## config.mk

```make
export PLATFORM = sky130hd
export DESIGN_NAME = bitplane_run_length_encoder
export DESIGN_NICKNAME = d
export VERILOG_FILES = /design/src/rtl/brle_pkg.sv /design/src/rtl/bitplane_run_length_encoder.sv /design/src/rtl/brle_front.sv /design/src/rtl/brle_queue.sv /design/src/rtl/brle_back.sv
export SDC_FILE = /design/constraint.sdc
export NUM_CORES = 1
export LEC_CHECK = 0
export BUFFER_PORTS_ARGS = -buffer_cell sky130_fd_sc_hd__buf_2
export CORE_MARGIN = 2
export CORE_UTILIZATION = 54
export DETAILED_ROUTE_END_ITERATION = 12
export MAX_ROUTING_LAYER = met4
export PLACE_DENSITY = 0.72
export SLEW_MARGIN = 20
export SYNTH_ARGS = -nofsm -noshare
export SYNTH_HDL_FRONTEND = slang
export SYNTH_SLANG_ARGS = --single-unit
```

## constraint.sdc

```tcl
create_clock -name clk -period 2.5 [get_ports clk]
set_input_delay 0.125 -clock clk [delete_from_list [all_inputs] [get_ports clk]]
set_output_delay 0.125 -clock clk [all_outputs]
set_load 0.02 [all_outputs]
```

## src/rtl/brle_pkg.sv

```systemverilog
// ----------------------------------------------------------------------------
// brle_pkg
// types and constants shared by the bitplane run-length encoder modules
// ----------------------------------------------------------------------------
`timescale 1ns / 1ps

package brle_pkg;

	localparam int unsigned PIXEL_W = 8;
	localparam int unsigned PLANE_W = 3;
	localparam int unsigned CODE_W  = 8;

	// longest run one byte can carry
	localparam logic [CODE_W-1:0] FULL_RUN = 8'd255;
	localparam logic [PLANE_W-1:0] PLANE_RESET = 3'd7;

	// one queued request from front to back: one or two code bytes of one pixel
	typedef struct packed {
		logic              two;   // b1 follows b0
		logic [CODE_W-1:0] b0;
		logic [CODE_W-1:0] b1;
		logic              done;  // final byte of the entry closes the row
	} entry_t;

	// queue status seen by the top level and the back
	typedef struct packed {
		logic full;
		logic not_empty;
	} q_status_t;

endpackage

```

## src/rtl/bitplane_run_length_encoder.sv

```systemverilog
// ----------------------------------------------------------------------------
// bitplane_run_length_encoder
// codes one bit-plane of a pixel stream as alternating run-length bytes
// ----------------------------------------------------------------------------
// usage:
//   input channel (in_valid / in_stall): one pixel per request, row_end on the
//   last pixel of a row. in_stall rises only when the entry queue is full.
//   output channel (out_valid / out_stall): one code byte per request, with
//   item_last on the final byte of a pixel and row_done on the row's last byte.
//   config channel (cfg_valid / cfg_ready): cfg_data selects the bit-plane;
//   cfg_ready is always high, write only while the block is idle.
// path: a pixel's bytes go into the entry queue, then into the output register.
// throughput: one pixel per cycle in while in_stall is low, one byte per cycle
//   out while out_stall is low; a pixel that yields two bytes holds the back
//   end for both of them, the queue of QUEUE_DEPTH entries takes up the slack.
// reset: plane 7, empty queue, empty output register, encoder at row start.
// receiver stall: the output register holds; the queue keeps filling until
//   full, then in_stall is raised.
// ----------------------------------------------------------------------------
`timescale 1ns / 1ps

module bitplane_run_length_encoder #(
	parameter int unsigned QUEUE_DEPTH = 4
) (
	input  logic                                clk,
	input  logic                                arst_n,
	// configuration write
	input  logic                                cfg_valid,
	output logic                                cfg_ready,
	input  logic [brle_pkg::PLANE_W-1:0]        cfg_data,
	// pixel input
	input  logic                                in_valid,
	output logic                                in_stall,
	input  logic [brle_pkg::PIXEL_W-1:0]        pixel_value,
	input  logic                                row_end,
	// code byte output
	output logic                                out_valid,
	input  logic                                out_stall,
	output logic [brle_pkg::CODE_W-1:0]         code_byte,
	output logic                                item_last,
	output logic                                row_done
);

	brle_pkg::entry_t    fe_entry;
	brle_pkg::entry_t    q_head;
	brle_pkg::q_status_t q_status;
	logic                fe_push;
	logic                be_pop;
	logic                in_accept;

	// registers accept writes at any time
	assign cfg_ready = 1'b1;

	// only a full queue holds the source off
	assign in_stall  = q_status.full;
	assign in_accept = in_valid && !q_status.full;

	// front: plane bit, run state, per-pixel bytes
	brle_front u_front (
		.clk         (clk),
		.arst_n      (arst_n),
		.cfg_we      (cfg_valid && cfg_ready),
		.cfg_data    (cfg_data),
		.accept      (in_accept),
		.pixel_value (pixel_value),
		.row_end     (row_end),
		.push        (fe_push),
		.entry       (fe_entry)
	);

	// decoupling queue
	brle_queue #(
		.DEPTH (QUEUE_DEPTH)
	) u_queue (
		.clk      (clk),
		.arst_n   (arst_n),
		.push     (fe_push),
		.wr_entry (fe_entry),
		.pop      (be_pop),
		.head     (q_head),
		.status   (q_status)
	);

	// back: byte serializer and output register
	brle_back u_back (
		.clk        (clk),
		.arst_n     (arst_n),
		.head       (q_head),
		.head_valid (q_status.not_empty),
		.pop        (be_pop),
		.out_valid  (out_valid),
		.out_stall  (out_stall),
		.code_byte  (code_byte),
		.item_last  (item_last),
		.row_done   (row_done)
	);

endmodule

```

## src/rtl/brle_front.sv

```systemverilog
// ----------------------------------------------------------------------------
// brle_front
// plane bit test, run tracking and packing of the code bytes of one pixel
// ----------------------------------------------------------------------------
`timescale 1ns / 1ps

module brle_front (
	input  logic                                clk,
	input  logic                                arst_n,
	input  logic                                cfg_we,
	input  logic [brle_pkg::PLANE_W-1:0]        cfg_data,
	input  logic                                accept,
	input  logic [brle_pkg::PIXEL_W-1:0]        pixel_value,
	input  logic                                row_end,
	output logic                                push,
	output brle_pkg::entry_t                    entry
);

	logic [brle_pkg::PLANE_W-1:0] plane_q;
	logic [brle_pkg::CODE_W-1:0]  len_q;
	logic                         pol_q;
	logic                         row_start_q;
	logic                         pending_q;

	logic                         bit_v;
	logic                         first_en;
	logic [brle_pkg::CODE_W-1:0]  first_byte;
	logic [brle_pkg::CODE_W-1:0]  len1;
	logic                         full_close;

	always_comb begin
		bit_v      = pixel_value[plane_q];
		first_en   = 1'b0;
		first_byte = '0;
		len1       = brle_pkg::CODE_W'(1);
		if (row_start_q) begin
			first_en = bit_v;           // row opening on a one: empty zero run
		end else if (pending_q) begin
			first_en = (bit_v == pol_q); // run goes on past 255: empty opposite run
		end else if (bit_v == pol_q) begin
			len1 = (len_q < brle_pkg::FULL_RUN) ? len_q + 1'b1 : len_q;
		end else begin
			first_en   = 1'b1;
			first_byte = len_q;
		end
		full_close = !row_end && (len1 == brle_pkg::FULL_RUN);
	end

	// pack the bytes of this pixel into one queue entry
	always_comb begin
		entry.two  = first_en && (row_end || full_close);
		entry.b0   = first_en ? first_byte : len1;
		entry.b1   = len1;
		entry.done = row_end;
		push       = accept && (first_en || row_end || full_close);
	end

	always_ff @(posedge clk or negedge arst_n) begin
		if (!arst_n) begin
			plane_q <= brle_pkg::PLANE_RESET;
		end else if (cfg_we) begin
			plane_q <= cfg_data;
		end
	end

	always_ff @(posedge clk or negedge arst_n) begin
		if (!arst_n) begin
			len_q       <= '0;
			pol_q       <= 1'b0;
			row_start_q <= 1'b1;
			pending_q   <= 1'b0;
		end else if (accept) begin
			if (row_end) begin
				len_q       <= '0;
				pol_q       <= 1'b0;
				row_start_q <= 1'b1;
				pending_q   <= 1'b0;
			end else begin
				len_q       <= full_close ? '0 : len1;
				pol_q       <= bit_v;
				row_start_q <= 1'b0;
				pending_q   <= full_close;
			end
		end
	end

endmodule

```

## src/rtl/brle_queue.sv

```systemverilog
// ----------------------------------------------------------------------------
// brle_queue
// short first-in first-out queue of code entries between front and back
// ----------------------------------------------------------------------------
`timescale 1ns / 1ps

module brle_queue #(
	parameter int unsigned DEPTH = 4
) (
	input  logic                clk,
	input  logic                arst_n,
	input  logic                push,
	input  brle_pkg::entry_t    wr_entry,
	input  logic                pop,
	output brle_pkg::entry_t    head,
	output brle_pkg::q_status_t status
);

	localparam int unsigned PTR_W = (DEPTH > 1) ? $clog2(DEPTH) : 1;
	localparam int unsigned CNT_W = $clog2(DEPTH + 1);

	brle_pkg::entry_t mem_q [DEPTH];
	logic [PTR_W-1:0] wr_ptr_q;
	logic [PTR_W-1:0] rd_ptr_q;
	logic [CNT_W-1:0] count_q;

	function automatic logic [PTR_W-1:0] ptr_next(input logic [PTR_W-1:0] p);
		ptr_next = (p == PTR_W'(DEPTH - 1)) ? '0 : p + 1'b1;
	endfunction

	assign head             = mem_q[rd_ptr_q];
	assign status.full      = (count_q == CNT_W'(DEPTH));
	assign status.not_empty = (count_q != '0);

	always_ff @(posedge clk) begin
		if (push) begin
			mem_q[wr_ptr_q] <= wr_entry;
		end
	end

	always_ff @(posedge clk or negedge arst_n) begin
		if (!arst_n) begin
			wr_ptr_q <= '0;
			rd_ptr_q <= '0;
			count_q  <= '0;
		end else begin
			if (push) begin
				wr_ptr_q <= ptr_next(wr_ptr_q);
			end
			if (pop) begin
				rd_ptr_q <= ptr_next(rd_ptr_q);
			end
			case ({push, pop})
				2'b10:   count_q <= count_q + 1'b1;
				2'b01:   count_q <= count_q - 1'b1;
				default: count_q <= count_q;
			endcase
		end
	end

endmodule

```

## src/rtl/brle_back.sv

```systemverilog
// ----------------------------------------------------------------------------
// brle_back
// splits queue entries into single code bytes and holds the output register
// ----------------------------------------------------------------------------
`timescale 1ns / 1ps

module brle_back (
	input  logic                         clk,
	input  logic                         arst_n,
	input  brle_pkg::entry_t             head,
	input  logic                         head_valid,
	output logic                         pop,
	output logic                         out_valid,
	input  logic                         out_stall,
	output logic [brle_pkg::CODE_W-1:0]  code_byte,
	output logic                         item_last,
	output logic                         row_done
);

	logic                        valid_q;
	logic                        half_q;   // first byte of a two-byte entry already sent
	logic [brle_pkg::CODE_W-1:0] byte_q;
	logic                        last_q;
	logic                        done_q;

	logic                        load;
	logic                        final_byte;

	assign load       = !valid_q || !out_stall;
	assign final_byte = !head.two || half_q;
	assign pop        = load && head_valid && final_byte;

	always_ff @(posedge clk or negedge arst_n) begin
		if (!arst_n) begin
			valid_q <= 1'b0;
			half_q  <= 1'b0;
		end else if (load) begin
			valid_q <= head_valid;
			if (head_valid) begin
				half_q <= !final_byte;
			end
		end
	end

	always_ff @(posedge clk) begin
		if (load && head_valid) begin
			byte_q <= half_q ? head.b1 : head.b0;
			last_q <= final_byte;
			done_q <= final_byte && head.done;
		end
	end

	assign out_valid = valid_q;
	assign code_byte = byte_q;
	assign item_last = last_q;
	assign row_done  = done_q;

endmodule

```

### Word-level counts from Yosys, hierarchy flattened

Memory sizes are Yosys's and may differ from the RTL's.
Index checks and enable logic that the tools add are counted.

| storage, ports and cells | value |
|---|---|
| register bits after elaboration | 33 |
| bits in writable memories | 72 |
| bits of input ports | 17 |
| output and inout bits | 13 |
| word-level logic and storage cells | 73 |
| memories | 1 |

Memories:

| memory | words | width | read ports | clocked after memory_dff | wr ports | line | text |
|---|---|---|---|---|---|---|---|
| u_queue.mem_q | 4 | 18 | 1 | 0 | 1 | brle_queue.sv:22 | `brle_pkg::entry_t mem_q [DEPTH];` |

| cells by class | value |
|---|---|
| add/subtract/negate cells | 5 |
| magnitude comparators | 2 |
| equal/unequal tests | 7 |
| multiplexer cells | 24 |
| reduce and logical (&&, ||, !) cells | 21 |

Operator list:

| cell | number |
|---|---|
| 8-bit two-way mux | 11 |
| 1-bit two-way mux | 9 |
| 8-bit by 1-bit adder with 8-bit output (second input constant) | 1 |
| 8-bit equality test (second input constant) | 1 |
| 8-bit less-than comparator (second input constant) | 1 |
| 1-bit logical AND | 7 |
| 2-bit equality test (second input constant) | 3 |
| 1-bit zero test | 6 |
| 3-bit one-hot mux with 2 select lines | 1 |
| 1-bit logical OR | 5 |
| 2-bit by 1-bit adder with 2-bit output (second input constant) | 2 |
| 3-bit by 4-bit less-than comparator with 1-bit output (second input constant) | 1 |
| 2-bit two-way mux | 2 |
| 3-bit by 1-bit adder with 3-bit output (second input constant) | 1 |
| 1-bit binary-select mux with 3-bit select | 1 |
| 3-bit equality test (second input constant) | 1 |
| 3-bit nonzero test | 1 |
| 3-bit by 1-bit subtractor with 3-bit output (second input constant) | 1 |
| 2-bit by 1-bit equality test with 1-bit output (second input constant) | 1 |
| 2-bit AND reduction | 1 |
| 2-bit nonzero test | 1 |
| 1-bit equality test | 1 |

### Logic depth before layout (Yosys ltp)

| logic depth | value |
|---|---|
| depth after elaboration | 12 |
| mapped depth | 13 |
| mapped depth without buffers | 13 |

### By module

A second synthesis with hierarchy kept.

| unflattened totals | value |
|---|---|
| cells, all modules | 290 |
| area total of the unflattened synthesis | 4,663.2 µm² |

By module, submodules not included:

| module | instances | cells an instance | area an instance (µm²) | sequential area each (µm²) |
|---|---|---|---|---|
| brle_queue | 1 | 129 | 3,010.4 | 2,337.2 |
| brle_front | 1 | 130 | 1,117.3 | 355.3 |
| brle_back | 1 | 28 | 510.5 | 350.3 |
| bitplane_run_length_encoder | 1 | 3 | 25.0 | 0.0 |

### Worst setup path before layout

No wires, ideal clock.

| timing | value |
|---|---|
| kind | register to register |
| start | register u_front.plane_q[0] in the netlist's numbering |
| end | register u_queue.count_q[2] |
| setup time | 125 ps |
| arrival | 2,638 ps |
| data required time | 2,375 ps |
| path slack | -264 ps |
| stages on the path, launching flop included | 13 |
| path buffers | 0 |
| clock period less this slack | 2,764 ps |
| path through | dfstp_2 mux2_2 o2bb2ai_2 or3_4 nand4b_4 o31ai_4 inv_1 ha_1 inv_1 fa_1 xor2_1 nor2_1 xor2_1 |

| on the way | value |
|---|---|
| longest elaborated chain between the ends | 12 |
| elaborated cells between the ends (all ways) | 18 |
| those cells by class | 4 x eq/ne; 9 x mux; 5 x reduce/logical |

Ends and longest elaborated chain:

| what | line | text |
|---|---|---|
| from (decl) | brle_front.sv:19 | `logic [brle_pkg::PLANE_W-1:0] plane_q;` |
| from (signal assigned) | brle_front.sv:60 | `plane_q <= brle_pkg::PLANE_RESET;` |
| from (signal assigned) | brle_front.sv:62 | `plane_q <= cfg_data;` |
| 1-bit binary-select mux with 3-bit select * | brle_front.sv:32 | `bit_v = pixel_value[plane_q];` |
| 1-bit two-way mux (implied by the code) * | brle_front.sv:32 |  |
| 1-bit equality test | brle_front.sv:39, brle_front.sv:40 |  |
| 8-bit two-way mux | brle_front.sv:40 | `end else if (bit_v == pol_q) begin` |
| 8-bit two-way mux | brle_front.sv:38 | `end else if (pending_q) begin` |
| 8-bit two-way mux | brle_front.sv:36 | `if (row_start_q) begin` |
| 8-bit equality test | brle_front.sv:46 | `full_close = !row_end && (len1 == brle_pkg::FULL_RUN);` |
| 1-bit logical AND | brle_front.sv:46 |  |
| 1-bit logical OR * | brle_front.sv:55 | `push = accept && (first_en \|\| row_end \|\| full_close);` |
| 1-bit logical AND * | brle_front.sv:55 |  |
| 2-bit by 1-bit equality test with 1-bit output or 2-bit equality test (tied branches) | brle_queue.sv:53 | `case ({push, pop})` |
| 3-bit one-hot mux with 2 select lines or 2-bit nonzero test (tied branches) | - |  |
| to (signal assigned) | brle_queue.sv:54 | `2'b10: count_q <= count_q + 1'b1;` |
| to (signal assigned) | brle_queue.sv:55 | `2'b01: count_q <= count_q - 1'b1;` |
| to (signal assigned) | brle_queue.sv:56 | `default: count_q <= count_q;` |
| to (decl) | brle_queue.sv:25 | `logic [CNT_W-1:0] count_q;` |

Mark *: on every way between the ends. The rest lies on a longest branch, timed or not. The select of a mux whose other input is x is not followed.
A chain may end at the register's enable or synchronous reset.

### Final worst setup path

Ends and elaborated chain as after synthesis.

==> metrics.csv <==
stage,metric,value,unit
clock_tree,Worst-path clk slew,0.10,ns
critical_path,crit path DAT,3.04,ns
job,Max-Cap Viols,0,
hold_path,critical hold path startpoint,cfg_valid,
power,power density over the cells,1010,nW/um^2
routing,WL final,9660,um
routing,First-pass DRT Iterations,4,
synth,Seq cells post-synth,105,
layout,"commonest non-fill, non-tap cells in the layout","edfxtp_1, buf_4, buf_2",
synth,ranking of synthesized cells by area,"edfxtp_1, dfrtp_1, mux4_2",
place,pre-CTS setup slack,-0.346,ns
layout,"commonest non-fill, non-tap cell in the layout",edfxtp_1,
floorplan,Top Ports,30,
timing,Slew Limit Fails,0,
hold_path,worst hold path cell count,2,
floorplan,Initial Util,56.5,%
timing,Tmin final,2.75,ns
layout,Fillers,529,
timing,Sum Neg Setup Slack,-7.84,ns
clock_tree,clock latency on the worst-skew pair,0.37,ns
synth,ys flop type,edfxtp_1,
synth,Synth warnings,0,
routing,drt drc,0,
layout,Layout area overhead,25.4,%
synth,post-synthesis sequential area ratio,64.9,%
hold_path,Hold Crit Endpoint,u_front.plane_q[1],
synth,"Net Count, Synth",314,
layout,# nets final,404,
place,gpl congestion,0.890,
layout,number of diodes,0,
synth,"EDFF count, synth",82,
grt,largest net degree at the start of global routing,24,
synth,asr flop ratio synth,21.9,%
grt,vias in the first global route,2813,
critical_path,R2R Setup Slk,-0.25,ns
hold_path,worst hold path type,in -> reg,
timing,Tcrit/Tclk final,110,%
floorplan,Placeable Area,8300,um^2
clock_tree,root buf cell,clkbuf_8,
place,Port Buffers,28,
grt,initial antenna violation count,0,
floorplan,die height,97.2,um
clock_tree,CTS Buf Count,9,
synth,Yosys cell types,55,
layout,fraction of layout cells with a size suffix above 1,44.5,%
critical_path,Worst R2R End,u_queue.count_q[2],
synth,dominant cell type by area after synthesis,edfxtp_1,
power,leak pwr,2.28,nW
clock_tree,CTS H-tree lvls,3,
routing,routed vias/inst,5.84,
critical_path,CP Class,reg -> reg,
floorplan,row count,33,
synth,Syn Inst Count,289,
critical_path,Worst R2R Path Depth,12,
timing,clk_skew,0.0120,ns
grt,first-pass GRT wire length,14300,um
floorplan,DIE AREA,9440,um^2
clock_tree,CTS tree,built,
timing,Fin. Hold Viols,0,
status,outcome,"finished, violations left",
timing,Slew HR,61.9,%
critical_path,Reg-to-Reg Start,u_front.plane_q[0],
layout,Final Core Density,70.8,%
grt,gr usage total,20.1,%
timing,Slew @ Worst Pin,0.572,ns
floorplan,Die X,97.2,um
timing,RSZ-0062 raised after global routing,true,
critical_path,Crit Path Max Fanout,5,
timing,# setup viols final,74,
critical_path,Worst Setup Start Kind,flip-flop,
timing,Max Clock Freq,364,MHz
timing,PnR worst setup slack,-0.246,ns
grt,GRT overflow,0,
synth,Syn Area/Cell,16.2,um^2
power,peak supply drop,0.000554,V
routing,Antenna Violating Nets Remaining,0,
critical_path,CP startpoint,u_front.plane_q[0],
clock_tree,CTS Buffer Depth,2,
critical_path,endpoint class of the critical path,flip-flop,
timing,final hold slack,0.0468,ns
routing,vias post-DR,2854,
critical_path,Critical Path RT,2.80,ns
routing,Detailed Route Iter0 Violations,249,
clock_tree,Sink Count,105,
synth,top-area cell type share of the netlist area,52.5,%
synth,Synth Cell Area,4690,um^2
routing,WL/cell,19.7,um
status,failing checks,setup timing,
place,DP HPWL,5770,um
power,total power,0.00595,W
[Yosys cell counts, types with 3 or more instances]
cell type / instances
edfxtp_1: 82
nor2b_1: 3
xor2_1: 3
and2_1: 5
or2_2: 3
ha_1: 7
nand3_1: 3
a21o_1: 6
o21ai_0: 5
mux2i_1: 4
nor3_1: 5
clkbuf_1: 4
xnor2_1: 3
buf_2: 5
dfrtp_1: 19
a32o_1: 8
a21oi_1: 6
nand2b_1: 5
mux2_2: 16
nor2_1: 12
dfstp_2: 4
inv_1: 11
mux4_2: 18
nand2_1: 14
[timing repair]
item	4_1_cts	5_1_grt
gates cloned	0	9
setup endpoints to repair	74	85
resized for setup	3	16
pin swaps	2	8
hold buffers	5	0
endpoints found under the hold margin	23	0
setup buffers	1	4
[routing by layer]
metal,up-vias,global-route usage [%],part of all wire [%]
li1,1299,-,-
met1,1411,25.9,40
met2,128,34.0,50
met3,16,3.24,7.9
met4,0,4.88,2.0
met5,-,-,0
[critical path, stage by stage, from the launching register on]
cell       delay (ns)
dfstp_2          0.63
mux2_4           0.19
a2bb2oi_1        0.27
a21boi_2         0.12
o31ai_2          0.29
o31ai_4          0.12
inv_1            0.07
ha_2             0.18
inv_2            0.04
fa_2             0.33
xor2_1           0.15
nor2_1           0.12
xor2_1           0.16
[worst max path at each step]
stage                         endpoint  slack (ns)  cells after the start
floorplan           u_queue.count_q[2]       -0.20                     12
global placement    u_queue.count_q[2]       -0.20                     12
detailed placement  u_queue.count_q[2]       -0.35                     12
CTS                 u_queue.count_q[2]       -0.25                     12
global route        u_queue.count_q[2]       -0.40                     12
finish              u_queue.count_q[2]       -0.25                     12
[cell type report]
cell class | count | area [um^2] | share of cell area (%)
Timing Repair Buffer | 91 | 811 | 13.8
Sequential cell | 105 | 3040 | 51.8
Multi-Input combinational cell | 161 | 1630 | 27.7
Tap cell | 105 | 131 | 2.24
Clock buffer | 9 | 124 | 2.11
Clock inverter | 7 | 98.8 | 1.68
Inverter | 11 | 41.3 | 0.703
[registers in the layout, summed over array words and instances, names as in the netlist]
signal and count:
u_queue.rd_ptr_q 2, u_queue.count_q 3, u_back.out_valid 1, u_front.plane_q 3
u_queue.wr_ptr_q 2, u_front.pending_q 1, u_back.item_last 1, u_queue.mem_q 72
u_back.row_done 1, u_back.half_q 1, u_back.code_byte 8, u_front.row_start_q 1
u_front.pol_q 1, u_front.len_q 8
[through the flow]
stage,cells,instance area (um^2)
2_1_floorplan,289,4730
3_3_place_gp,455,5330
3_5_place_dp,455,5330
4_1_cts,477,5620
5_1_grt,489,5880
6_report,489,5880
[kinds of logic (layout without fill, tap and decap cells)]
family	count (synthesis)	in the layout	synth area share, %
AO/OA/AOI/OAI	44	44	8.33
other	1	1	0.0800
buffers and inverters	23	118	2.14
adder cells (fa/ha/maj)	8	8	2.30
flip-flops	105	105	64.9
XOR/XNOR	6	6	1.12
multiplexers	40	40	13.8
AND/OR/NAND/NOR	62	62	7.29
[where the power goes]
part | leakage (nW) | switching (W) | total (W) | internal [W]
Clock | 0.113 | 0.000594 | 0.00117 | 0.000576
Combinational | 1.12 | 0.00112 | 0.00227 | 0.00114
Sequential | 1.05 | 0.000137 | 0.00251 | 0.00238
Total | 2.28 | 0.00186 | 0.00595 | 0.00410
Note: power is estimated with default switching activity, not from simulation.
